## src/hw/rtl/fling_drag_decay_step_unit_defines.svh

```systemverilog
// assertion macros for the fling drag decay step unit
`ifndef FLING_DRAG_DECAY_STEP_UNIT_DEFINES_SVH
`define FLING_DRAG_DECAY_STEP_UNIT_DEFINES_SVH
`ifndef SYNTH
`define FDD_ASSERT(name, prop) \
  name: assert property (@(posedge clk) disable iff (!rst_n) prop) \
    else $error("fdd assertion failed");
`define FDD_NEVER(name, expr) \
  name: assert property (@(posedge clk) disable iff (!rst_n) !(expr)) \
    else $error("fdd forbidden condition");
`else
`define FDD_ASSERT(name, prop)
`define FDD_NEVER(name, expr)
`endif
`endif

```

## src/hw/rtl/fdd_pkg.sv

```systemverilog
// shared types and constants of the fling drag decay step unit
package fdd_pkg;
  localparam int unsigned SERIES_TERMS = 13;
  localparam int unsigned MAX_DECAY_STEPS = 32;
  localparam logic [32:0] FX_ONE = 33'h1_0000_0000;
  localparam logic [32:0] RECIP_125 = 33'd1099511627;

  localparam logic [1:0] CFG_DECAY_RATE = 2'd0;
  localparam logic [1:0] CFG_SPEED_THR  = 2'd1;
  localparam logic [1:0] CFG_LOWER      = 2'd2;
  localparam logic [1:0] CFG_UPPER      = 2'd3;

  localparam logic OP_START = 1'b0;
  localparam logic OP_TICK  = 1'b1;

  typedef enum logic [3:0] {
    ST_IDLE,
    ST_XMUL,
    ST_XDIV,
    ST_XWAIT,
    ST_HMUL,
    ST_HDIV,
    ST_HWAIT,
    ST_EMUL,
    ST_ELAT,
    ST_VMUL,
    ST_DMUL,
    ST_DDIV,
    ST_DWAIT
  } state_t;
endpackage

```

## src/hw/rtl/fdd_mul.sv

```systemverilog
// registered 33 by 33 unsigned multiplier
module fdd_mul import fdd_pkg::*; (
  input  logic        clk,
  input  logic [32:0] a,
  input  logic [32:0] b,
  output logic [65:0] prod
);
  logic [65:0] prod_r;

  always_ff @(posedge clk) begin
    prod_r <= {33'b0, a} * {33'b0, b};
  end

  assign prod = prod_r;
endmodule

```

## src/hw/rtl/fdd_div.sv

```systemverilog
// bit-serial restoring divider, one quotient bit per cycle
module fdd_div import fdd_pkg::*; (
  input  logic        clk,
  input  logic        rst_n,
  input  logic        start,
  input  logic [63:0] dividend,
  input  logic [6:0]  len,
  input  logic [15:0] divisor,
  output logic        done,
  output logic [63:0] quotient
);
  logic        busy_r, busy_nxt;
  logic        done_r, done_nxt;
  logic [6:0]  cnt_r, cnt_nxt;
  logic [63:0] d_r, d_nxt;
  logic [63:0] q_r, q_nxt;
  logic [15:0] rem_r, rem_nxt;
  logic [15:0] dvs_r, dvs_nxt;
  logic [16:0] trial;
  logic [16:0] diff;
  logic        ge;

  assign trial = {rem_r, d_r[63]};
  assign ge    = trial >= {1'b0, dvs_r};
  assign diff  = trial - {1'b0, dvs_r};

  always_comb begin
    busy_nxt = busy_r;
    done_nxt = 1'b0;
    cnt_nxt  = cnt_r;
    d_nxt    = d_r;
    q_nxt    = q_r;
    rem_nxt  = rem_r;
    dvs_nxt  = dvs_r;
    if (start) begin
      busy_nxt = 1'b1;
      cnt_nxt  = len;
      d_nxt    = dividend;
      q_nxt    = '0;
      rem_nxt  = '0;
      dvs_nxt  = divisor;
    end else if (busy_r) begin
      rem_nxt = ge ? diff[15:0] : trial[15:0];
      q_nxt   = {q_r[62:0], ge};
      d_nxt   = {d_r[62:0], 1'b0};
      cnt_nxt = cnt_r - 7'd1;
      if (cnt_r == 7'd1) begin
        busy_nxt = 1'b0;
        done_nxt = 1'b1;
      end
    end
  end

  always_ff @(posedge clk) begin
    if (!rst_n) begin
      busy_r <= 1'b0;
      done_r <= 1'b0;
      cnt_r  <= '0;
    end else begin
      busy_r <= busy_nxt;
      done_r <= done_nxt;
      cnt_r  <= cnt_nxt;
    end
    d_r   <= d_nxt;
    q_r   <= q_nxt;
    rem_r <= rem_nxt;
    dvs_r <= dvs_nxt;
  end

  assign done     = done_r;
  assign quotient = q_r;
endmodule

```

## src/hw/rtl/fling_drag_decay_step_unit.sv

```systemverilog
// top level: sequencer and datapath of the fling drag decay step unit
// start item: result registered and valid in the cycle after acceptance
// tick item: setup multiplies, 26 series steps, up to 32 decay multiplies and the
// 64-bit rate divider
// one item at a time; ready again in the cycle the result is taken
// synchronous active-low reset: state zero, config and motion registers to defaults, no pending item
module fling_drag_decay_step_unit import fdd_pkg::*; (
  input  logic               clk,
  input  logic               rst_n,
  input  logic               in_valid,
  output logic               in_ready,
  input  logic               in_op,
  input  logic signed [31:0] in_start_position,
  input  logic signed [31:0] in_start_speed,
  input  logic [15:0]        in_elapsed_ms,
  output logic               out_valid,
  input  logic               out_ready,
  output logic signed [31:0] out_position_out,
  output logic signed [31:0] out_speed_out,
  output logic               out_finished,
  input  logic               cfg_we,
  input  logic [1:0]         cfg_index,
  input  logic [31:0]        cfg_wdata
);
`include "fling_drag_decay_step_unit_defines.svh"

  state_t state_r, state_nxt;

  logic [15:0]        rate_r;
  logic [30:0]        thr_r;
  logic signed [31:0] lower_r, upper_r;
  logic signed [31:0] pos_r, spd_r;
  logic               out_valid_r;
  logic signed [31:0] out_pos_r, out_spd_r;
  logic               out_fin_r;

  logic [15:0] dt_r;
  logic        neg_r;
  logic [31:0] mag_r;
  logic [36:0] x_r;
  logic [31:0] xp_r;
  logic [32:0] hn_r;
  logic [16:0] r_r;
  logic [3:0]  k_r;
  logic [32:0] p_r;
  logic        pass_r;
  logic [31:0] e1_r;
  logic [32:0] e_r;
  logic [5:0]  cnt_r;
  logic [31:0] vmag_r;

  logic [32:0] mul_a, mul_b;
  logic [65:0] prod;
  logic        div_start;
  logic [63:0] div_dividend;
  logic [6:0]  div_len;
  logic [15:0] div_divisor;
  logic        div_done;
  logic [63:0] quot;

  logic        accept;
  logic [32:0] recip_k;
  logic [14:0] x_lowmul;
  logic [7:0]  x_rem;
  logic        x_corr;
  logic [36:0] x_quot;
  logic [8:0]  h_lowmul;
  logic [4:0]  h_rem;
  logic        h_corr;
  logic [32:0] h_quot;
  logic [32:0] p_new;
  logic [20:0] n_val;
  logic [15:0] rate_eff;
  logic [39:0] dmag;
  logic signed [41:0] sum, lb42, ub42, clamped;
  logic        below;
  logic signed [31:0] spd_new;
  logic        fin_new;

  assign accept   = in_valid && in_ready;
  assign n_val    = x_r[36:16];
  assign rate_eff = (rate_r == 16'd0) ? 16'd1 : rate_r;
  assign dmag     = quot[63:24];

  // reciprocal quotient estimate, then one remainder check
  assign x_lowmul = prod[39:32] * 7'd125;
  assign x_rem    = {xp_r[2:0], 5'b0} - x_lowmul[7:0];
  assign x_corr   = x_rem >= 8'd125;
  assign x_quot   = {5'b0, prod[63:32]} + {36'b0, x_corr};
  assign h_lowmul = prod[36:32] * k_r;
  assign h_rem    = hn_r[4:0] - h_lowmul[4:0];
  assign h_corr   = h_rem >= {1'b0, k_r};
  assign h_quot   = prod[64:32] + {32'b0, h_corr};
  assign p_new    = FX_ONE - h_quot;

  always_comb begin
    case (k_r)
      4'd2:    recip_k = 33'd2147483648;
      4'd3:    recip_k = 33'd1431655765;
      4'd4:    recip_k = 33'd1073741824;
      4'd5:    recip_k = 33'd858993459;
      4'd6:    recip_k = 33'd715827882;
      4'd7:    recip_k = 33'd613566756;
      4'd8:    recip_k = 33'd536870912;
      4'd9:    recip_k = 33'd477218588;
      4'd10:   recip_k = 33'd429496729;
      4'd11:   recip_k = 33'd390451572;
      4'd12:   recip_k = 33'd357913941;
      4'd13:   recip_k = 33'd330382099;
      default: recip_k = FX_ONE;
    endcase
  end

  fdd_mul u_mul (
    .clk  (clk),
    .a    (mul_a),
    .b    (mul_b),
    .prod (prod)
  );

  fdd_div u_div (
    .clk      (clk),
    .rst_n    (rst_n),
    .start    (div_start),
    .dividend (div_dividend),
    .len      (div_len),
    .divisor  (div_divisor),
    .done     (div_done),
    .quotient (quot)
  );

  // final position and speed, clamp and finish flag
  always_comb begin
    lb42 = {{10{lower_r[31]}}, lower_r};
    ub42 = {{10{upper_r[31]}}, upper_r};
    if (neg_r) sum = {{10{pos_r[31]}}, pos_r} - $signed({2'b0, dmag});
    else sum = {{10{pos_r[31]}}, pos_r} + $signed({2'b0, dmag});
    if (sum < lb42) clamped = lb42;
    else if (sum > ub42) clamped = ub42;
    else clamped = sum;
    below   = vmag_r < {1'b0, thr_r};
    spd_new = below ? 32'sd0 : (neg_r ? -$signed(vmag_r) : $signed(vmag_r));
    fin_new = below || (clamped <= lb42) || (clamped >= ub42);
  end

  always_comb begin
    state_nxt = state_r;
    case (state_r)
      ST_IDLE: begin
        if (accept && in_op == OP_TICK) state_nxt = ST_XMUL;
      end
      ST_XMUL: state_nxt = ST_XDIV;
      ST_XDIV: state_nxt = ST_XWAIT;
      ST_XWAIT: state_nxt = ST_HMUL;
      ST_HMUL: state_nxt = ST_HDIV;
      ST_HDIV: state_nxt = ST_HWAIT;
      ST_HWAIT: begin
        if (k_r != 4'd1 || !pass_r) state_nxt = ST_HMUL;
        else if (n_val == 21'd0 || n_val > 21'(MAX_DECAY_STEPS)) state_nxt = ST_VMUL;
        else state_nxt = ST_EMUL;
      end
      ST_EMUL: state_nxt = ST_ELAT;
      ST_ELAT: state_nxt = (cnt_r == 6'd1) ? ST_VMUL : ST_EMUL;
      ST_VMUL: state_nxt = ST_DMUL;
      ST_DMUL: state_nxt = ST_DDIV;
      ST_DDIV: state_nxt = ST_DWAIT;
      ST_DWAIT: begin
        if (div_done) state_nxt = ST_IDLE;
      end
      default: state_nxt = ST_IDLE;
    endcase
  end

  always_comb begin
    in_ready     = (state_r == ST_IDLE) && (!out_valid_r || out_ready);
    mul_a        = '0;
    mul_b        = '0;
    div_start    = 1'b0;
    div_dividend = '0;
    div_len      = 7'd64;
    div_divisor  = 16'd1;
    case (state_r)
      ST_XMUL: begin
        mul_a = {17'b0, rate_r};
        mul_b = {17'b0, dt_r};
      end
      ST_XDIV: begin
        mul_a = {1'b0, prod[31:0]};
        mul_b = RECIP_125;
      end
      ST_HMUL: begin
        mul_a = {16'b0, r_r};
        mul_b = p_r;
      end
      ST_HDIV: begin
        mul_a = prod[48:16];
        mul_b = recip_k;
      end
      ST_EMUL: begin
        mul_a = e_r;
        mul_b = {1'b0, e1_r};
      end
      ST_VMUL: begin
        mul_a = {1'b0, mag_r};
        mul_b = e_r;
      end
      ST_DMUL: begin
        mul_a = {1'b0, mag_r};
        mul_b = FX_ONE - e_r;
      end
      ST_DDIV: begin
        div_start    = 1'b1;
        div_dividend = prod[63:0];
        div_len      = 7'd64;
        div_divisor  = rate_eff;
      end
      default: begin
        mul_a = '0;
      end
    endcase
  end

  always_ff @(posedge clk) begin
    if (!rst_n) begin
      state_r     <= ST_IDLE;
      rate_r      <= 16'd1075;
      thr_r       <= 31'd4096000;
      lower_r     <= 32'sh8000_0000;
      upper_r     <= 32'sh7FFF_FFFF;
      pos_r       <= '0;
      spd_r       <= '0;
      out_valid_r <= 1'b0;
    end else begin
      state_r <= state_nxt;
      if (cfg_we) begin
        case (cfg_index)
          CFG_DECAY_RATE: rate_r  <= cfg_wdata[15:0];
          CFG_SPEED_THR:  thr_r   <= cfg_wdata[30:0];
          CFG_LOWER:      lower_r <= cfg_wdata;
          CFG_UPPER:      upper_r <= cfg_wdata;
          default:        rate_r  <= rate_r;
        endcase
      end
      if (out_valid_r && out_ready) out_valid_r <= 1'b0;
      if (accept && in_op == OP_START) begin
        pos_r       <= in_start_position;
        spd_r       <= in_start_speed;
        out_valid_r <= 1'b1;
      end
      if (state_r == ST_DWAIT && div_done) begin
        pos_r       <= clamped[31:0];
        spd_r       <= spd_new;
        out_valid_r <= 1'b1;
      end
    end
  end

  // datapath registers
  always_ff @(posedge clk) begin
    if (accept) begin
      dt_r  <= in_elapsed_ms;
      neg_r <= spd_r[31];
      mag_r <= spd_r[31] ? 32'(-spd_r) : spd_r;
      if (in_op == OP_START) begin
        out_pos_r <= in_start_position;
        out_spd_r <= in_start_speed;
        out_fin_r <= 1'b0;
      end
    end
    case (state_r)
      ST_XDIV: xp_r <= prod[31:0];
      ST_XWAIT: begin
        x_r    <= x_quot;
        r_r    <= 17'h1_0000;
        k_r    <= 4'(SERIES_TERMS);
        p_r    <= FX_ONE;
        pass_r <= 1'b0;
      end
      ST_HDIV: hn_r <= prod[48:16];
      ST_HWAIT: begin
        if (k_r != 4'd1) begin
          k_r <= k_r - 4'd1;
          p_r <= p_new;
        end else if (!pass_r) begin
          e1_r   <= p_new[31:0];
          pass_r <= 1'b1;
          r_r    <= {1'b0, x_r[15:0]};
          k_r    <= 4'(SERIES_TERMS);
          p_r    <= FX_ONE;
        end else begin
          e_r   <= (n_val > 21'(MAX_DECAY_STEPS)) ? 33'd0 : p_new;
          cnt_r <= n_val[5:0];
        end
      end
      ST_ELAT: begin
        e_r   <= prod[64:32];
        cnt_r <= cnt_r - 6'd1;
      end
      ST_DMUL: vmag_r <= prod[63:32];
      ST_DWAIT: begin
        if (div_done) begin
          out_pos_r <= clamped[31:0];
          out_spd_r <= spd_new;
          out_fin_r <= fin_new;
        end
      end
      default: begin
      end
    endcase
  end

  assign out_valid        = out_valid_r;
  assign out_position_out = out_pos_r;
  assign out_speed_out    = out_spd_r;
  assign out_finished     = out_fin_r;

  `FDD_ASSERT(a_ready_idle, in_ready |-> state_r == ST_IDLE)
  `FDD_ASSERT(a_done_in_wait, div_done |-> state_r == ST_DWAIT)
  `FDD_NEVER(a_zero_term, state_r == ST_HDIV && k_r == 4'd0)
  `FDD_ASSERT(a_busy_no_result, (state_r != ST_IDLE && state_r != ST_DWAIT) |-> !out_valid_r)
endmodule

```

## config.mk

```make
export PLATFORM = sky130hd
export DESIGN_NAME = fling_drag_decay_step_unit
export DESIGN_NICKNAME = d
export VERILOG_FILES = /design/src/hw/rtl/fdd_pkg.sv /design/src/hw/rtl/fdd_mul.sv /design/src/hw/rtl/fdd_div.sv /design/src/hw/rtl/fling_drag_decay_step_unit.sv
export VERILOG_INCLUDE_DIRS = /design/src /design/src/hw/rtl
export SDC_FILE = /design/constraint.sdc
export NUM_CORES = 2
export LEC_CHECK = 0
export BUFFER_PORTS_ARGS = -buffer_cell sky130_fd_sc_hd__clkbuf_2
export CORE_MARGIN = 2
export CORE_UTILIZATION = 35
export CTS_CLUSTER_DIAMETER = 150
export CTS_CLUSTER_SIZE = 30
export DETAILED_ROUTE_END_ITERATION = 7
export PLACE_DENSITY_LB_ADDON = 0.15
export SYNTH_ARGS = -nofsm -noshare
export SYNTH_HDL_FRONTEND = slang
export SYNTH_SLANG_ARGS = --single-unit
export TNS_END_PERCENT = 30
```

## constraint.sdc

```tcl
create_clock -name clk -period 15 [get_ports clk]
set_input_delay 3 -clock clk [delete_from_list [all_inputs] [get_ports clk]]
set_output_delay 3 -clock clk [all_outputs]
set_load 0.02 [all_outputs]
```

==> out/qor.csv <==
metric,value,unit
final net count,10000,
final antenna-violating net count,0,
Switching Share,54.0,%
P per Cell Area,156,nW/um^2
Via Count,59300,
"Remaining Overflow, GRT",0,
WL/cell,23.4,um
Core Rows,171,
Longest Clk Path Bufs,3,
Syn Inst Count,8384,
Layout area overhead,6.38,%
sequential power share,22.7,%
fraction of layout cells with a size suffix above 1,5.02,%
Final Util,37.4,%
"EDFF count, synth",328,
Routed met2 length,122000,um
Mean Syn Cell Area,9.07,um^2
crit path time final,11.35,ns
nature of the critical path endpoint,flip-flop,
"Data arrival, critical path",12.01,ns
worst rel slew slack,16.0,%
final hold slack,0.446,ns
GRT Total Usage,23.4,%
CTS sink cnt,749,
first-pass GRT wire length,394000,um
Hold Path Class,flip-flop to flip-flop,
Max Slew Vio Count,0,
ys async rst share,0,%
CTS root buffer,clkbuf_16,
number of global-route vias before repair,60400,
CP max FO,31,
Post-Syn Area,76000,um^2
RSZ-0062 raised after global routing,no,
area of the multi-input gates,51700,um^2
cts hold-fix bufs,0,
Initial Util,35.1,%
largest net degree at the start of global routing,77,
fill count,22200,
met1 wire length,115000,um
FF/Latch Area,18300,um^2
failing checks,design-rule violations,
initial antenna violation count,8,
CP max stage cell,nand3_2,
die width,470,um
vias per cell,5.31,
top routing layer used,met5,
critical path's largest stage delay,0.66,ns
YS warnings,0,
VDD IR max,0.000168,V
Setup Viol. Count Final,0,
Worst Tran Pin Value,1.26,ns
Switch Pwr,6.80,mW
number of H-tree levels,1,
Syn Nets,10100,
status,"finished, violations left",
CTS tree,done,
CTS buffer count,28,
Post-synth top flop,dfxtp_1,
Comb power frac,69.0,%
Final HPWL DP,207000,um
Die H,470,um
total die area,221000,um^2
Routed WL,261000,um
synth unique cells,79,
Worst setup SP type,flip-flop,
CP most frequent cell,fa_1,
Setup TNS,0,ns
RePlAce Congestion,0.934,
Final period util,75.7,%
drt pass-1 iters,8,
CP Class,flip-flop to flip-flop,
"Seq/Total Area, Yosys",24.0,%
post-CTS sizing,0,
port buffer count,186,
DR WL met3,12800,um
Clk network pwr share,8.4,%
skew final,0.0500,ns
Synth Register Bits,749,
drt initial violations,5044,
Worst Path Required,15.66,ns
Peak Freq,88.1,MHz
max-cap check violation count,0,
"Hold Violations, Final",0,
Setup Buffers After CTS,0,
Residual DRC,5,
LEAKAGE,35.8,nW
area of the core,217000,um^2
Clock transition at path regs,0.13,ns
worst skew pair latency,0.72,ns
# IOs,187,
Int Pwr,5.80,mW
stage by stage:
stage                     cells  power, mW  setup slack (ns)  area (um^2)
after global placement    11100       11.4              3.93        80100
after global routing      11200       13.6              3.01        80900
after detailed placement  11100       11.5              3.78        80100
final                     11200       12.6              3.65        80900
after CTS                 11200       12.6              3.73        80900
after floorplan            8384       8.32              5.26        76000
cell type report:
cell class                 instances  share of cell area, %
clock buffer                      47                  0.954
tap                             2854                   4.41
timing repair buffer             302                   2.23
inverter                        1252                   5.81
multi-input combinational       5960                   63.9
antenna                            4                 0.0124
clock inverter                     1                 0.0371
sequential                       749                   22.6
critical path: cells and delay by family, from the launching register on:
kind                     cells  cell delay [ns]
buffers and inverters        3             0.17
flip-flops                   1             0.53
XOR/XNOR                     2             0.24
adder cells (fa/ha/maj)      9             4.12
AO/OA/AOI/OAI                7             2.19
AND/OR/NAND/NOR             10             3.95
routing by layer:
| layer | vias to the layer above | track usage [%] |
|---|---|---|
| met1 | 30200 | 32.2 |
| met4 | 6 | 8.12 |
| met2 | 1623 | 38.5 |
| met3 | 329 | 2.19 |
| li1 | 27200 | - |
| met5 | - | 0 |
kinds of logic after synthesis:
kind of cell	Yosys count	share of synthesized area, %
adder cells (fa/ha/maj)	1598	35.9
AO/OA/AOI/OAI	1452	12.4
AND/OR/NAND/NOR	2464	14.0
XOR/XNOR	320	3.69
flip-flops	749	24.0
multiplexers	126	1.68
buffers and inverters	1675	8.27
cell usage after synthesis (11+ instances only):
cell type / count / area [um^2]
edfxtp_1: 328 / 9850
nand2_1: 1537 / 5770
nor2_1: 342 / 1280
clkbuf_1: 403 / 1510
mux2i_1: 113 / 1130
or4_1: 23 / 173
nor2b_1: 33 / 206
xor2_1: 98 / 858
nor3_1: 68 / 340
and3_1: 32 / 200
a22o_1: 17 / 149
or2_2: 11 / 68.8
mux2_2: 13 / 146
nor4_1: 32 / 200
nand4_1: 59 / 369
dfxtp_1: 421 / 8430
or3_1: 25 / 156
a211oi_1: 25 / 188
o41ai_1: 13 / 114
a21o_1: 144 / 1080
a22oi_1: 115 / 863
o22ai_1: 34 / 213
o211ai_1: 56 / 420
a21boi_0: 13 / 97.6
nand3_1: 80 / 400
a31oi_1: 45 / 282
o21a_1: 52 / 390
ha_1: 625 / 7820
o31ai_1: 33 / 248
and2_1: 139 / 870
o21bai_1: 29 / 218
fa_1: 973 / 19500
a222oi_1: 55 / 551
xnor2_1: 222 / 1940
o21ai_0: 293 / 1470
a21oi_1: 405 / 2030
a221oi_1: 14 / 123
nand2b_1: 38 / 238
buf_1: 20 / 75.1
inv_1: 1249 / 4690
power by group through the flow:
stage / Sequential [mW] / Combinational [mW] / Clock, mW
final: 2.86 / 8.69 / 1.05
after global routing: 2.87 / 9.53 / 1.14
after CTS: 2.86 / 8.65 / 1.09
after detailed placement: 2.90 / 8.59 / 0
after global placement: 2.90 / 8.52 / 0
after floorplan: 2.78 / 5.54 / 0
worst paths after layout:
path | start | to | slack (ns) | cells past startpoint
hold reg to reg | out_position_out[23] | out_position_out[23] | 0.45 | 2
setup reg to reg | e_r[2] | u_mul.prod[61] | 3.65 | 31
hold / removal | out_position_out[23] | out_position_out[23] | 0.45 | 2
setup / recovery | e_r[2] | u_mul.prod[61] | 3.65 | 31
layout by cell type, fill, tap and decap left out, types with 17 or more instances in the layout:
cell type / instances
or3_1: 25
or4_1: 23
nor2b_1: 32
nand2_1: 1531
and3_1: 31
buf_4: 115
inv_1: 1248
o211ai_1: 56
a211oi_1: 25
edfxtp_1: 328
nor2_1: 336
nor4_1: 32
clkbuf_2: 186
o21a_1: 52
a222oi_1: 55
dfxtp_1: 420
a21o_1: 144
a22oi_1: 115
o31ai_1: 32
ha_1: 625
o22ai_1: 34
nand2b_1: 38
fa_1: 973
a22o_1: 17
o21ai_0: 293
xor2_1: 98
a21oi_1: 403
o21bai_1: 29
mux2i_1: 113
clkbuf_16: 28
and2_1: 138
nand4_1: 59
nor3_1: 63
xnor2_1: 222
clkbuf_1: 19
a31oi_1: 45
nand3_1: 75
sequential cells by signal, summed over array words and instances (netlist names), 33 cells and up:
| signal | flops |
|---|---|
| u_div.d_r | 64 |
| e_r | 33 |
| x_r | 33 |
| p_r | 33 |
| u_mul.prod | 65 |
| u_div.quotient | 64 |
No activity file was read; power rests on OpenSTA's default activity.
